[config.mk]
export PLATFORM = sky130hd
export DESIGN_NAME = fixed_timestep_accumulator_flat
export DESIGN_NICKNAME = d
export VERILOG_FILES = /design/src/fta_pkg.sv /design/src/fta_ifs.sv /design/src/fta_div.sv /design/src/fixed_timestep_accumulator.sv /design/src/flat_wrapper.sv
export SDC_FILE = /design/constraint.sdc
export NUM_CORES = 1
export LEC_CHECK = 0
export BUFFER_PORTS_ARGS = -buffer_cell sky130_fd_sc_hd__buf_2
export CAP_MARGIN = 15
export CORE_ASPECT_RATIO = 1.5
export CORE_MARGIN = 4
export CORE_UTILIZATION = 54
export DETAILED_ROUTE_END_ITERATION = 10
export PLACE_DENSITY = 0.77
export SETUP_SLACK_MARGIN = 0.4
export SLEW_MARGIN = 15
export SYNTH_ARGS = -nofsm -noshare
export SYNTH_HDL_FRONTEND = slang
export SYNTH_SLANG_ARGS = --single-unit
[constraint.sdc]
create_clock -name clk -period 6.2 [get_ports clk]
set_clock_uncertainty 0.05 [all_clocks]
set_input_delay 0.93 -clock clk [delete_from_list [all_inputs] [get_ports clk]]
set_output_delay 0.93 -clock clk [all_outputs]
set_load 0.03 [all_outputs]
[src/fta_pkg.sv]
// ----------------------------------------------------------------------------
// Fixed timestep accumulator package
// Widths, codes, reset values and the control types of the shared divider.
// ----------------------------------------------------------------------------
package fta_pkg;

	localparam int ELAPSED_W = 48;
	localparam int STEP_W    = 32;
	localparam int BUDGET_W  = 16;
	localparam int LOST_W    = 32;
	localparam int FRAC_W    = 16;
	localparam int TOTAL_W   = 64;
	localparam int CNT_W     = 6;
	localparam int ADDR_W    = 3;
	localparam int DATA_W    = 32;

	localparam logic [CNT_W-1:0] WHOLE_ITERS = 6'd48;
	localparam logic [CNT_W-1:0] FRAC_ITERS  = 6'd16;

	localparam logic CMD_ADVANCE = 1'b0;
	localparam logic CMD_CLEAR   = 1'b1;

	localparam logic REG_STEP_LENGTH = 1'b0;
	localparam logic REG_STEP_BUDGET = 1'b1;

	localparam logic [STEP_W-1:0]   STEP_LENGTH_RST = 32'd16666666;
	localparam logic [BUDGET_W-1:0] STEP_BUDGET_RST = 16'd5;

	typedef struct packed {
		logic             start;
		logic [CNT_W-1:0] iters;
	} div_ctl_t;

	typedef struct packed {
		logic busy;
		logic done;
	} div_sts_t;

endpackage

[src/fta_ifs.sv]
// ----------------------------------------------------------------------------
// Fixed timestep accumulator channels
// Valid/ready interfaces for the command word and the result word.
// ----------------------------------------------------------------------------
interface fta_cmd_if;
	logic                                 valid;
	logic                                 ready;
	logic                                 cmd;
	logic signed [fta_pkg::ELAPSED_W-1:0] elapsed;

	modport source (output valid, cmd, elapsed, input ready);
	modport sink (input valid, cmd, elapsed, output ready);
endinterface

interface fta_res_if;
	logic                          valid;
	logic                          ready;
	logic [fta_pkg::BUDGET_W-1:0]  run_steps;
	logic [fta_pkg::LOST_W-1:0]    lost_steps;
	logic [fta_pkg::FRAC_W-1:0]    blend_fraction;
	logic [fta_pkg::TOTAL_W-1:0]   steps_total;

	modport source (output valid, run_steps, lost_steps, blend_fraction, steps_total,
		input ready);
	modport sink (input valid, run_steps, lost_steps, blend_fraction, steps_total,
		output ready);
endinterface

[src/fta_div.sv]
// ----------------------------------------------------------------------------
// Fixed timestep accumulator divider
// Restoring divider that retires one quotient bit per cycle.
// ----------------------------------------------------------------------------
module fta_div (
	input  logic                               clk,
	input  logic                               arst_n,
	input  fta_pkg::div_ctl_t                  ctl,
	input  logic [fta_pkg::STEP_W-1:0]         init_rem,
	input  logic [fta_pkg::ELAPSED_W-1:0]      dividend,
	input  logic [fta_pkg::STEP_W-1:0]         divisor,
	output fta_pkg::div_sts_t                  sts,
	output logic [fta_pkg::ELAPSED_W-1:0]      quotient,
	output logic [fta_pkg::STEP_W-1:0]         remainder
);

	logic                            busy_q;
	logic                            done_q;
	logic [fta_pkg::CNT_W-1:0]       cnt_q;
	logic [fta_pkg::STEP_W-1:0]      rem_q;
	logic [fta_pkg::ELAPSED_W-1:0]   dvd_q;
	logic [fta_pkg::STEP_W+1:0]      diff;
	logic [fta_pkg::STEP_W-1:0]      rem_next;
	logic                            bit_in;

	assign bit_in   = dvd_q[fta_pkg::ELAPSED_W-1];
	assign diff     = {1'b0, rem_q, bit_in} - {2'b00, divisor};
	assign rem_next = diff[fta_pkg::STEP_W+1] ? {rem_q[fta_pkg::STEP_W-2:0], bit_in}
		: diff[fta_pkg::STEP_W-1:0];

	always_ff @(posedge clk or negedge arst_n) begin
		if (!arst_n) begin
			busy_q <= 1'b0;
			done_q <= 1'b0;
			cnt_q  <= '0;
		end else begin
			done_q <= busy_q && (cnt_q == fta_pkg::CNT_W'(1));
			if (ctl.start) begin
				busy_q <= 1'b1;
				cnt_q  <= ctl.iters;
			end else if (busy_q) begin
				cnt_q <= cnt_q - fta_pkg::CNT_W'(1);
				if (cnt_q == fta_pkg::CNT_W'(1)) begin
					busy_q <= 1'b0;
				end
			end
		end
	end

	always_ff @(posedge clk) begin
		if (ctl.start) begin
			rem_q <= init_rem;
			dvd_q <= dividend;
		end else if (busy_q) begin
			rem_q <= rem_next;
			dvd_q <= {dvd_q[fta_pkg::ELAPSED_W-2:0], ~diff[fta_pkg::STEP_W+1]};
		end
	end

	assign sts.busy  = busy_q;
	assign sts.done  = done_q;
	assign quotient  = dvd_q;
	assign remainder = rem_q;

endmodule

[src/fixed_timestep_accumulator.sv]
// ----------------------------------------------------------------------------
// Fixed timestep accumulator
// Adds elapsed time to a remainder, splits it into whole fixed steps and
// reports run steps, lost steps, a Q0.16 blend fraction and a running total.
// ----------------------------------------------------------------------------
//  channel   direction  handshake     word
//  item      in         valid/ready   cmd, elapsed
//  result    out        valid/ready   run_steps, lost_steps, blend_fraction, steps_total
//  apb       in         psel/penable  step_length, step_budget
//
// An advance passes through the shared bit-serial divider twice, first for the whole steps
// and then for the fraction, with sequencing states before, between and after. A clear
// skips the divider and goes straight to the result. One word is in work at a time;
// item.ready is low until its result is loaded into the output register. A stalled
// result holds. Reset clears the remainder, the total and the registers to their
// defaults.
// ----------------------------------------------------------------------------
module fixed_timestep_accumulator (
	input  logic                            clk,
	input  logic                            arst_n,
	input  logic                            psel,
	input  logic                            penable,
	input  logic                            pwrite,
	input  logic [fta_pkg::ADDR_W-1:0]      paddr,
	input  logic [fta_pkg::DATA_W-1:0]      pwdata,
	output logic [fta_pkg::DATA_W-1:0]      prdata,
	output logic                            pready,
	fta_cmd_if.sink                         item,
	fta_res_if.source                       result
);

	typedef enum logic [2:0] {
		ST_IDLE,
		ST_WHOLE,
		ST_FSTART,
		ST_FRAC,
		ST_FIN
	} state_t;

	state_t                            state_q;
	logic [fta_pkg::STEP_W-1:0]        step_length_q;
	logic [fta_pkg::BUDGET_W-1:0]      step_budget_q;
	logic [fta_pkg::STEP_W-1:0]        rem_q;
	logic [fta_pkg::TOTAL_W-1:0]       total_q;
	logic [fta_pkg::BUDGET_W-1:0]      run_q;
	logic [fta_pkg::LOST_W-1:0]        lost_q;
	logic [fta_pkg::FRAC_W-1:0]        frac_q;
	logic                              out_valid_q;
	logic [fta_pkg::BUDGET_W-1:0]      out_run_q;
	logic [fta_pkg::LOST_W-1:0]        out_lost_q;
	logic [fta_pkg::FRAC_W-1:0]        out_frac_q;
	logic [fta_pkg::TOTAL_W-1:0]       out_total_q;
	logic                              div_start_q;
	logic [fta_pkg::CNT_W-1:0]         div_iters_q;
	logic [fta_pkg::STEP_W-1:0]        div_init_q;
	logic [fta_pkg::ELAPSED_W-1:0]     div_dvd_q;

	fta_pkg::div_ctl_t                 div_ctl;
	fta_pkg::div_sts_t                 div_sts;
	logic [fta_pkg::ELAPSED_W-1:0]     div_quo;
	logic [fta_pkg::STEP_W-1:0]        div_rem;

	logic                              cfg_wr;
	logic [fta_pkg::STEP_W-1:0]        step_eff;
	logic [fta_pkg::BUDGET_W-1:0]      budget_eff;
	logic                              el_pos;
	logic [fta_pkg::ELAPSED_W-1:0]     sum;
	logic                              whole_lt;
	logic [fta_pkg::BUDGET_W-1:0]      run_next;
	logic [fta_pkg::ELAPSED_W-1:0]     lost_wide;
	logic [fta_pkg::LOST_W-1:0]        lost_next;
	logic                              out_free;

	assign pready = 1'b1;
	assign cfg_wr = psel && penable && pwrite && pready;

	always_ff @(posedge clk or negedge arst_n) begin
		if (!arst_n) begin
			step_length_q <= fta_pkg::STEP_LENGTH_RST;
			step_budget_q <= fta_pkg::STEP_BUDGET_RST;
		end else if (cfg_wr) begin
			unique case (paddr[2])
				fta_pkg::REG_STEP_LENGTH: step_length_q <= pwdata;
				fta_pkg::REG_STEP_BUDGET: step_budget_q <= pwdata[fta_pkg::BUDGET_W-1:0];
				default: ;
			endcase
		end
	end

	always_comb begin
		unique case (paddr[2])
			fta_pkg::REG_STEP_LENGTH: prdata = step_length_q;
			fta_pkg::REG_STEP_BUDGET: prdata = {{(fta_pkg::DATA_W-fta_pkg::BUDGET_W){1'b0}},
				step_budget_q};
			default: prdata = '0;
		endcase
	end

	assign step_eff   = (step_length_q == '0) ? fta_pkg::STEP_W'(1) : step_length_q;
	assign budget_eff = (step_budget_q == '0) ? fta_pkg::BUDGET_W'(1) : step_budget_q;

	assign el_pos = !item.elapsed[fta_pkg::ELAPSED_W-1] && (item.elapsed != '0);
	assign sum    = {{(fta_pkg::ELAPSED_W-fta_pkg::STEP_W){1'b0}}, rem_q}
		+ (el_pos ? fta_pkg::ELAPSED_W'(item.elapsed) : fta_pkg::ELAPSED_W'(0));

	assign whole_lt  = div_quo < {{(fta_pkg::ELAPSED_W-fta_pkg::BUDGET_W){1'b0}}, budget_eff};
	assign run_next  = whole_lt ? div_quo[fta_pkg::BUDGET_W-1:0] : budget_eff;
	assign lost_wide = div_quo - {{(fta_pkg::ELAPSED_W-fta_pkg::BUDGET_W){1'b0}}, run_next};
	assign lost_next = (|lost_wide[fta_pkg::ELAPSED_W-1:fta_pkg::LOST_W]) ? '1
		: lost_wide[fta_pkg::LOST_W-1:0];

	assign out_free = !out_valid_q || result.ready;

	assign div_ctl.start = div_start_q;
	assign div_ctl.iters = div_iters_q;

	fta_div u_div (
		.clk      (clk),
		.arst_n   (arst_n),
		.ctl      (div_ctl),
		.init_rem (div_init_q),
		.dividend (div_dvd_q),
		.divisor  (step_eff),
		.sts      (div_sts),
		.quotient (div_quo),
		.remainder(div_rem)
	);

	always_ff @(posedge clk or negedge arst_n) begin
		if (!arst_n) begin
			state_q     <= ST_IDLE;
			rem_q       <= '0;
			total_q     <= '0;
			out_valid_q <= 1'b0;
			div_start_q <= 1'b0;
		end else begin
			div_start_q <= ((state_q == ST_IDLE) && item.valid
				&& (item.cmd == fta_pkg::CMD_ADVANCE)) || (state_q == ST_FSTART);
			if ((state_q == ST_FIN) && out_free) begin
				out_valid_q <= 1'b1;
			end else if (out_valid_q && result.ready) begin
				out_valid_q <= 1'b0;
			end
			unique case (state_q)
				ST_IDLE: begin
					if (item.valid) begin
						if (item.cmd == fta_pkg::CMD_CLEAR) begin
							rem_q   <= '0;
							total_q <= '0;
							state_q <= ST_FIN;
						end else begin
							state_q <= ST_WHOLE;
						end
					end
				end
				ST_WHOLE: begin
					if (div_sts.done) begin
						rem_q   <= div_rem;
						state_q <= ST_FSTART;
					end
				end
				ST_FSTART: begin
					total_q <= total_q + {{(fta_pkg::TOTAL_W-fta_pkg::BUDGET_W){1'b0}}, run_q};
					state_q <= ST_FRAC;
				end
				ST_FRAC: begin
					if (div_sts.done) begin
						state_q <= ST_FIN;
					end
				end
				ST_FIN: begin
					if (out_free) begin
						state_q <= ST_IDLE;
					end
				end
				default: state_q <= ST_IDLE;
			endcase
		end
	end

	always_ff @(posedge clk) begin
		unique case (state_q)
			ST_IDLE: begin
				run_q       <= '0;
				lost_q      <= '0;
				frac_q      <= '0;
				div_iters_q <= fta_pkg::WHOLE_ITERS;
				div_init_q  <= '0;
				div_dvd_q   <= sum;
			end
			ST_WHOLE: begin
				if (div_sts.done) begin
					run_q       <= run_next;
					lost_q      <= lost_next;
					div_iters_q <= fta_pkg::FRAC_ITERS;
					div_init_q  <= div_rem;
					div_dvd_q   <= '0;
				end
			end
			ST_FRAC: begin
				if (div_sts.done) begin
					frac_q <= div_quo[fta_pkg::FRAC_W-1:0];
				end
			end
			ST_FIN: begin
				if (out_free) begin
					out_run_q   <= run_q;
					out_lost_q  <= lost_q;
					out_frac_q  <= frac_q;
					out_total_q <= total_q;
				end
			end
			default: ;
		endcase
	end

	assign item.ready            = (state_q == ST_IDLE);
	assign result.valid          = out_valid_q;
	assign result.run_steps      = out_run_q;
	assign result.lost_steps     = out_lost_q;
	assign result.blend_fraction = out_frac_q;
	assign result.steps_total    = out_total_q;

endmodule

[src/flat_wrapper.sv]
// flat-port wrapper written by rule: the top's interface ports become plain ports
module fixed_timestep_accumulator_flat 
  (clk, arst_n, psel, penable, pwrite, paddr, pwdata, prdata, pready, item_valid, item_cmd, item_elapsed, item_ready, result_valid, result_run_steps, result_lost_steps, result_blend_fraction, result_steps_total, result_ready);
  fta_cmd_if item_i ();
  fta_res_if result_i ();
  input  logic clk;
  input  logic arst_n;
  input  logic psel;
  input  logic penable;
  input  logic pwrite;
  input  logic [fta_pkg::ADDR_W-1:0] paddr;
  input  logic [fta_pkg::DATA_W-1:0] pwdata;
  output logic [fta_pkg::DATA_W-1:0] prdata;
  output logic pready;
  input wire logic [$bits(item_i.valid)-1:0] item_valid;
  input wire logic [$bits(item_i.cmd)-1:0] item_cmd;
  input wire logic [$bits(item_i.elapsed)-1:0] item_elapsed;
  output wire logic [$bits(item_i.ready)-1:0] item_ready;
  output wire logic [$bits(result_i.valid)-1:0] result_valid;
  output wire logic [$bits(result_i.run_steps)-1:0] result_run_steps;
  output wire logic [$bits(result_i.lost_steps)-1:0] result_lost_steps;
  output wire logic [$bits(result_i.blend_fraction)-1:0] result_blend_fraction;
  output wire logic [$bits(result_i.steps_total)-1:0] result_steps_total;
  input wire logic [$bits(result_i.ready)-1:0] result_ready;
  assign item_i.valid = item_valid;
  assign item_i.cmd = item_cmd;
  assign item_i.elapsed = item_elapsed;
  assign item_ready = item_i.ready;
  assign result_valid = result_i.valid;
  assign result_run_steps = result_i.run_steps;
  assign result_lost_steps = result_i.lost_steps;
  assign result_blend_fraction = result_i.blend_fraction;
  assign result_steps_total = result_i.steps_total;
  assign result_i.ready = result_ready;
  fixed_timestep_accumulator u_core (.clk(clk), .arst_n(arst_n), .psel(psel), .penable(penable), .pwrite(pwrite), .paddr(paddr), .pwdata(pwdata), .prdata(prdata), .pready(pready), .item(item_i), .result(result_i));
endmodule
==> results.txt, run 1 <==
Dpl ws: -0.123 ns
Post-synth top area share: 40.1%
Drt pass-1 iters: 5
Share of cells above drive strength 1: 27.1%
Iter 0 DRT Violations: 1110
Seq/Total Area, Yosys: 55.0%
Crit path DAT: 6.13 ns
Post-route setup slack: 0.289 ns
CTS tree: yes
Top-count cell post-synth: edfxtp_1
ANT nets after route: 0
Std cell rows: 99
Area grow syn2layout: 17.9%
DP HPWL: 50000 um
Initial Utilization: 54.4%
Avg WL per Cell: 19.7 um
Setup TNS: 0 ns
Max Cap Violations: 0
First-pass GRT wire length: 103000 um
Gpl congestion: 0.942
Max Freq: 169 MHz
Drt via density: 5.73
R2R Path Start: u_core.u_div.quotient[29]
R2R depth: 23
Initial antenna violation count: 0
Bufs on Longest Clock Path: 3
Residual DRC count: 0
Synth Cell Area: 26400 um2
Outcome: finished, final reports clean
Reg2reg end: u_core.lost_q[1]
Xor/xnor share of the synthesized area: 4.79%
Mux contribution to synthesized area: 6.30%
Kind of cell adding the most delay to the critical path: simple AND/OR/NAND/NOR gates
Worst path slowest cell: or4_4
DIE WIDTH: 189 um
Post-synthesis adder-cell area fraction: 5.52%
N_diodes: 0
Worst path bufs/invs: 3
Critical Path RT: 6.42 ns
Main combinational cell family by area after synthesis: simple AND/OR/NAND/NOR gates
Final min period: 5.91 ns
Top cells by area, synth: edfxtp_1 40%, dfrtp_1 14%, mux2_2 6.3%
Yosys warnings: 0
GRT Overall Usage: 24.3%
CP Capture Type: flop
WS Path Type: reg2reg
Core Box Area: 48600 um2
Worst-Margin Slew: 1.07 ns
Max incr delay on CP: 0.54 ns
Maximum vdd ir drop: 0.373 mV
Gate Count Post-Synth: 2291
Compound-Gate Fraction of Synth Area: 11.4%
I/O pin total: 254
Full die area: 52600 um2
Clock root buffer: clkbuf_16
Lkg Pwr: 12.9 nW
Slew Limit Fails: 0
Clock Sinks: 510
Via count of the first global-routing pass: 19500
Post-synth EDFFs: 353
Die H: 279 um
Final core occ: 64.2%
Fraction of registers with async set/reset: 30.8%
Synth top cells by count: 353 x edfxtp_1, 218 x nor2_1, 148 x nand2_1
WL final: 65800 um
RSZ-0062 raised after global routing: yes
Syn Nets: 2493
Most frequent CP cell: or4_4
Pwr/cell area: 494 nW/um2
Tot Pwr: 15.4 mW
Final setup vio count: 0
Vias: 19200
Slew margin rel.: 28.3%
Crit-path cells: or4_4, or4_4, or3_4, or2_4, nor2_4, nand2_2, o21ai_2, ha_2, fa_2, nor2b_4, a2bb2oi_2, a2111o_1, a31oi_4, o221ai_4, o2111ai_2, o211ai_4, or4b_1, a211o_1, nor4_4, buf_4, buf_6, buf_12, a21oi_1
Final Hold Vio Count: 0
Synth Register Bits: 510
Tcrit/Tclk final: 95.3%
H-tree levels: 2
Hold buffer count at cts: 0
Worst Hold Path EP: u_core.result.lost_steps[5]
Cts bufs inserted: 48
Flop2flop setup slack: 0.29 ns
IO buf count: 250
Worst hold path stage count: 0
Hold_sp: u_core.lost_q[5]
Gr ovfl total: 0
Crit Path Max Fanout: 8
Simple-Gate Fraction of Synth Area: 14.1%
Top FF cell, synth: edfxtp_1
Hold Crit Class: reg2reg
Netlist cell types: 98
Synth area leader: edfxtp_1
# nets final: 2849
Largest net degree at the start of global routing: 109
Clock transition at path regs: 0.06 ns
Worst-Skew Late Latency: 0.58 ns
Mapped Avg Cell Area: 11.5 um2
Crit start category: flop
[cell type report]
class | count | area [um2]
clock buffers | 60 | 1300
well taps | 656 | 821
flip-flops and latches | 510 | 14600
multi-input cells | 1601 | 11400
inverters | 98 | 368
clock inverters | 30 | 355
fillers | 3793 | 17400
repair buffers | 388 | 2380
[what timing repair did]
| item | in CTS | in global routing |
|---|---|---|
| pin swaps | 20 | 4 |
| endpoints found under the setup margin | 32 | 41 |
| hold endpoints to repair | 0 | 0 |
| setup buffers | 13 | 3 |
| gates resized for setup | 23 | 11 |
| gates cloned | 4 | 0 |
[state kept, by name (all words and copies together) (netlist names), 48 cells and up]
name / cells
u_core.total_q: 64
u_core.result.steps_total: 64
u_core.div_dvd_q: 48
u_core.u_div.quotient: 48
[cell families after synthesis]
kind of cell,count (synthesis)
compound gates,450
xor+xnor,143
fa+ha+maj,115
buf+inv,181
flops,510
mux,148
other cells,1
simple gates,743
[worst register-to-register path, stage by stage, from the launching register on]
cell and delay, ns:
edfxtp_1 0.40, or4_4 0.54, or4_4 0.44, or3_4 0.38, or2_4 0.30, nor2_4 0.20, nand2_2 0.08, o21ai_2 0.07
ha_2 0.23, fa_2 0.24, nor2b_4 0.05, a2bb2oi_2 0.13, a2111o_1 0.35, a31oi_4 0.23, o221ai_4 0.14, o2111ai_2 0.24
o211ai_4 0.11, or4b_1 0.48, a211o_1 0.34, nor4_4 0.15, buf_4 0.17, buf_6 0.10, buf_12 0.13, a21oi_1 0.07
[worst max-delay path by stage]
stage,start,slack (ns),endpoint,depth (start not counted)
after global routing,u_core.u_div.quotient[29],0.05,u_core.lost_q[1],23
after global placement,u_core.u_div.quotient[28],0.002,u_core.lost_q[1],22
after CTS,u_core.u_div.quotient[29],0.27,u_core.lost_q[1],23
after floorplan,u_core.u_div.quotient[28],0.08,u_core.lost_q[2],23
final,u_core.u_div.quotient[29],0.29,u_core.lost_q[1],23
after detailed placement,item_elapsed[37],-0.12,u_core.div_dvd_q[46],20
[cell usage in the layout, fill, tap and decap left out, types with 7 or more instances in the layout]
cell and instances:
a211oi_1 10, a21o_1 39, a21oi_1 122, a21oi_2 36, a22o_1 16, a31oi_1 11
and2_1 91, and3_1 22, buf_2 250, buf_4 129, bufinv_16 7, clkbuf_1 8
clkbuf_16 49, dfrtp_1 142, dfstp_2 14, edfxtp_1 353, ha_1 105, inv_1 97
mux2_2 147, nand2_1 147, nand2b_1 19, nand3_1 42, nand3b_1 7, nand4_1 25
nor2_1 216, nor2b_1 12, nor3_1 48, nor4_1 37, o21a_1 24, o21ai_0 88
o21bai_1 11, o31ai_1 11, or2_2 7, or3_1 25, xnor2_1 73, xor2_1 68
[metrics by stage]
| step | hold WS [ns] | std cells | instance area [um2] |
|---|---|---|---|
| after floorplan | 0.350 | 2291 | 26500 |
| after global placement | 0.351 | 3232 | 29100 |
| after detailed placement | 0.355 | 3232 | 29100 |
| after CTS | 0.358 | 3339 | 31100 |
| after global routing | 0.357 | 3343 | 31200 |
| final | 0.362 | 3343 | 31200 |
[layer usage]
metal / GRT usage [%] / up-vias / wire length (um)
li1: - / 9094 / -
met1: 26.5 / 9242 / 23600
met2: 45.8 / 629 / 35300
met3: 2.58 / 187 / 2820
met4: 13.1 / 0 / 3970
met5: 0 / - / 0
[power by group]
group	total [mW]	internal (mW)	switching, mW
logic	6.67	2.81	3.86
clock network	3.07	1.79	1.28
registers	5.67	5.04	0.625
No activity file was read; power rests on OpenSTA's default activity.
==> run 2, diff against run 1 <==
Settings changed: CORE_MARGIN 4 to 3, CORE_UTILIZATION 54 to 25, PLACE_DENSITY 0.77 to unset.
==> run 2 against run 1 <==
Compared with the run above:
- design area up 4.8%
- core utilization down 33 points
- clock power grew 9.1%
- via count down 0.82%
- maximum frequency is 3.5% lower
- combinational power rose by 1%
- sequential power about the same
- worst setup slack got worse by 0.21 ns
- worst hold slack got worse by 0.24 ns
- total power increased by 2.4%
- count of clock-buffer cells in the layout rose by 5
- critical path type unchanged
- largest cell class unchanged
- highest routed layer is now met5
==> results.txt, run 2 (synthesized netlist as in run 1, its figures left out) <==
Crit-path cells: or4_4, or4_4, or3_4, or2_4, nor2_4, nand2_2, o21ai_2, ha_2, fa_2, nor2b_4, a2bb2oi_2, a2111o_1, a31oi_4, o221ai_4, o2111ai_4, o211ai_4, or4b_1, a211o_1, nor4_4, buf_6, buf_6, buf_8, a21oi_2
Lkg Pwr: 13.2 nW
Crit start category: flop
Sw Pwr: 5.92 mW
Hold WS: 0.122 ns
Worst path slowest cell: or4_4
Clock Power Share: 21.2%
DP HPWL: 58800 um
Slew Limit Fails: 0
Std cell rows: 145
Drt pass-1 iters: 5
ANT nets after route: 0
Via count of the first global-routing pass: 18900
Worst-Margin Slew: 0.991 ns
Max incr delay on CP: 0.54 ns
Crit Path Max Fanout: 5
Max Freq: 163 MHz
Largest net degree at the start of global routing: 141
First-pass GRT wire length: 113000 um
Comb pwr share: 42.9%
Hold buffer count at cts: 0
WS Path Type: reg2reg
Tcrit/Tclk final: 98.7%
Kind of cell adding the most delay to the critical path: simple AND/OR/NAND/NOR gates
Initial Utilization: 25.3%
Core Box Area: 105000 um2
Iter 0 DRT Violations: 980
Clock Sinks: 510
RSZ-0062 raised after global routing: yes
Pwr/cell area: 483 nW/um2
IO buf count: 250
H-tree levels: 2
Cts bufs inserted: 53
Gpl congestion: 0.857
I/O pin total: 254
Outcome: finished, final reports clean
Worst path bufs/invs: 3
Crit path DAT: 6.40 ns
Vias: 19000
Sw Share: 37.5%
Share of cells above drive strength 1: 28.3%
Bufs on Longest Clock Path: 3
Die H: 404 um
Gr ovfl total: 0
Dpl ws: -0.0364 ns
Most frequent cells in the layout: 353 x edfxtp_1, 249 x buf_2, 216 x nor2_1
Worst-Skew Late Latency: 0.64 ns
Final min period: 6.12 ns
Avg WL per Cell: 18.3 um
Critical Path Source: u_core.u_div.quotient[28]
Setup TNS: 0 ns
Clock root buffer: clkbuf_16
# nets final: 2899
Initial antenna violation count: 15
Post-route setup slack: 0.0775 ns
Slew margin rel.: 33.9%
Fin cells: 4146
DIE WIDTH: 272 um
WL final: 75800 um
Most common cell after layout, fill and taps aside: edfxtp_1
Full die area: 110000 um2
CP Capture Type: flop
Residual DRC count: 0
CTS tree: yes
Dpl cells: 4021
Final Hold Vio Count: 0
Hold Crit Class: in2async
R2R Path Start: u_core.u_div.quotient[28]
Clock transition at path regs: 0.06 ns
Final setup vio count: 0
Max Cap Violations: 0
Drt via density: 4.58
Int Power: 9.85 mW
Seq pwr share: 35.9%
Final instance area: 32600 um2
Area grow syn2layout: 23.5%
Maximum vdd ir drop: 0.263 mV
DP Area: 30400 um2
GRT Overall Usage: 13.4%
Critical Path RT: 6.47 ns
==> run 2: power by group through the flow <==
stage,combinational [mW],clock (mW),sequential [mW]
floorplan,4.63,0,5.52
global placement,6.55,0,5.71
detailed placement,6.66,0,5.73
CTS,6.73,3.45,5.67
global route,7.46,3.56,5.76
finish,6.76,3.35,5.66
==> run 2: cell type report <==
| type | count | area, um2 |
|---|---|---|
| Fill cell | 10600 | 71900 |
| Timing Repair Buffer | 433 | 2750 |
| Tap cell | 1396 | 1750 |
| Clock buffer | 65 | 1390 |
| Multi-Input combinational cell | 1601 | 11400 |
| Antenna cell | 9 | 22.5 |
| Clock inverter | 34 | 448 |
| Sequential cell | 510 | 14600 |
| Inverter | 98 | 368 |
==> run 2: final timing paths <==
path	end	slack, ns	cells after the start
setup reg to reg	u_core.lost_q[23]	0.08	23
min in group clk	u_core.result.lost_steps[7]	0.34	0
setup / recovery	u_core.lost_q[23]	0.08	23
hold / removal	u_core.total_q[52]	0.12	1
max in group asynchronous	u_core.div_start_q	4.78	2
hold reg to reg	u_core.result.lost_steps[7]	0.34	0
==> run 2: through the flow <==
stage          utilization, %  power [mW]
3_3_place_gp             29.1        12.3
6_report                 31.2        15.8
3_5_place_dp             29.1        12.4
2_1_floorplan               -        10.1
5_1_grt                  31.2        16.8
4_1_cts                  31.1        15.8
==> run 2: what timing repair did <==
item / 4_1_cts / 5_1_grt
setup endpoints to repair: 32 / 32
gates cloned: 3 / 0
pin swaps: 11 / 7
resized for setup: 12 / 14
setup buffers: 8 / 4
==> run 2: worst reg2reg max path, cell delays in order (launching register included) <==
cell       delay, ns
edfxtp_1        0.38
or4_4           0.54
or4_4           0.44
or3_4           0.38
or2_4           0.28
nor2_4          0.18
nand2_2         0.08
o21ai_2         0.08
ha_2            0.21
fa_2            0.23
nor2b_4         0.05
a2bb2oi_2       0.14
a2111o_1        0.41
a31oi_4         0.25
o221ai_4        0.16
o2111ai_4       0.26
o211ai_4        0.14
or4b_1          0.48
a211o_1         0.35
nor4_4          0.28
buf_6           0.20
buf_6           0.11
buf_8           0.11
a21oi_2         0.05
==> run 2: routing by layer <==
layer  wire (um)  global-route usage, %  up-vias
li1            -                      -     9210
met1       28500                   14.5     9177
met2       39800                   25.1      446
met3        3150                   1.91      151
met4        4280                   7.34       10
met5          85                      0        -
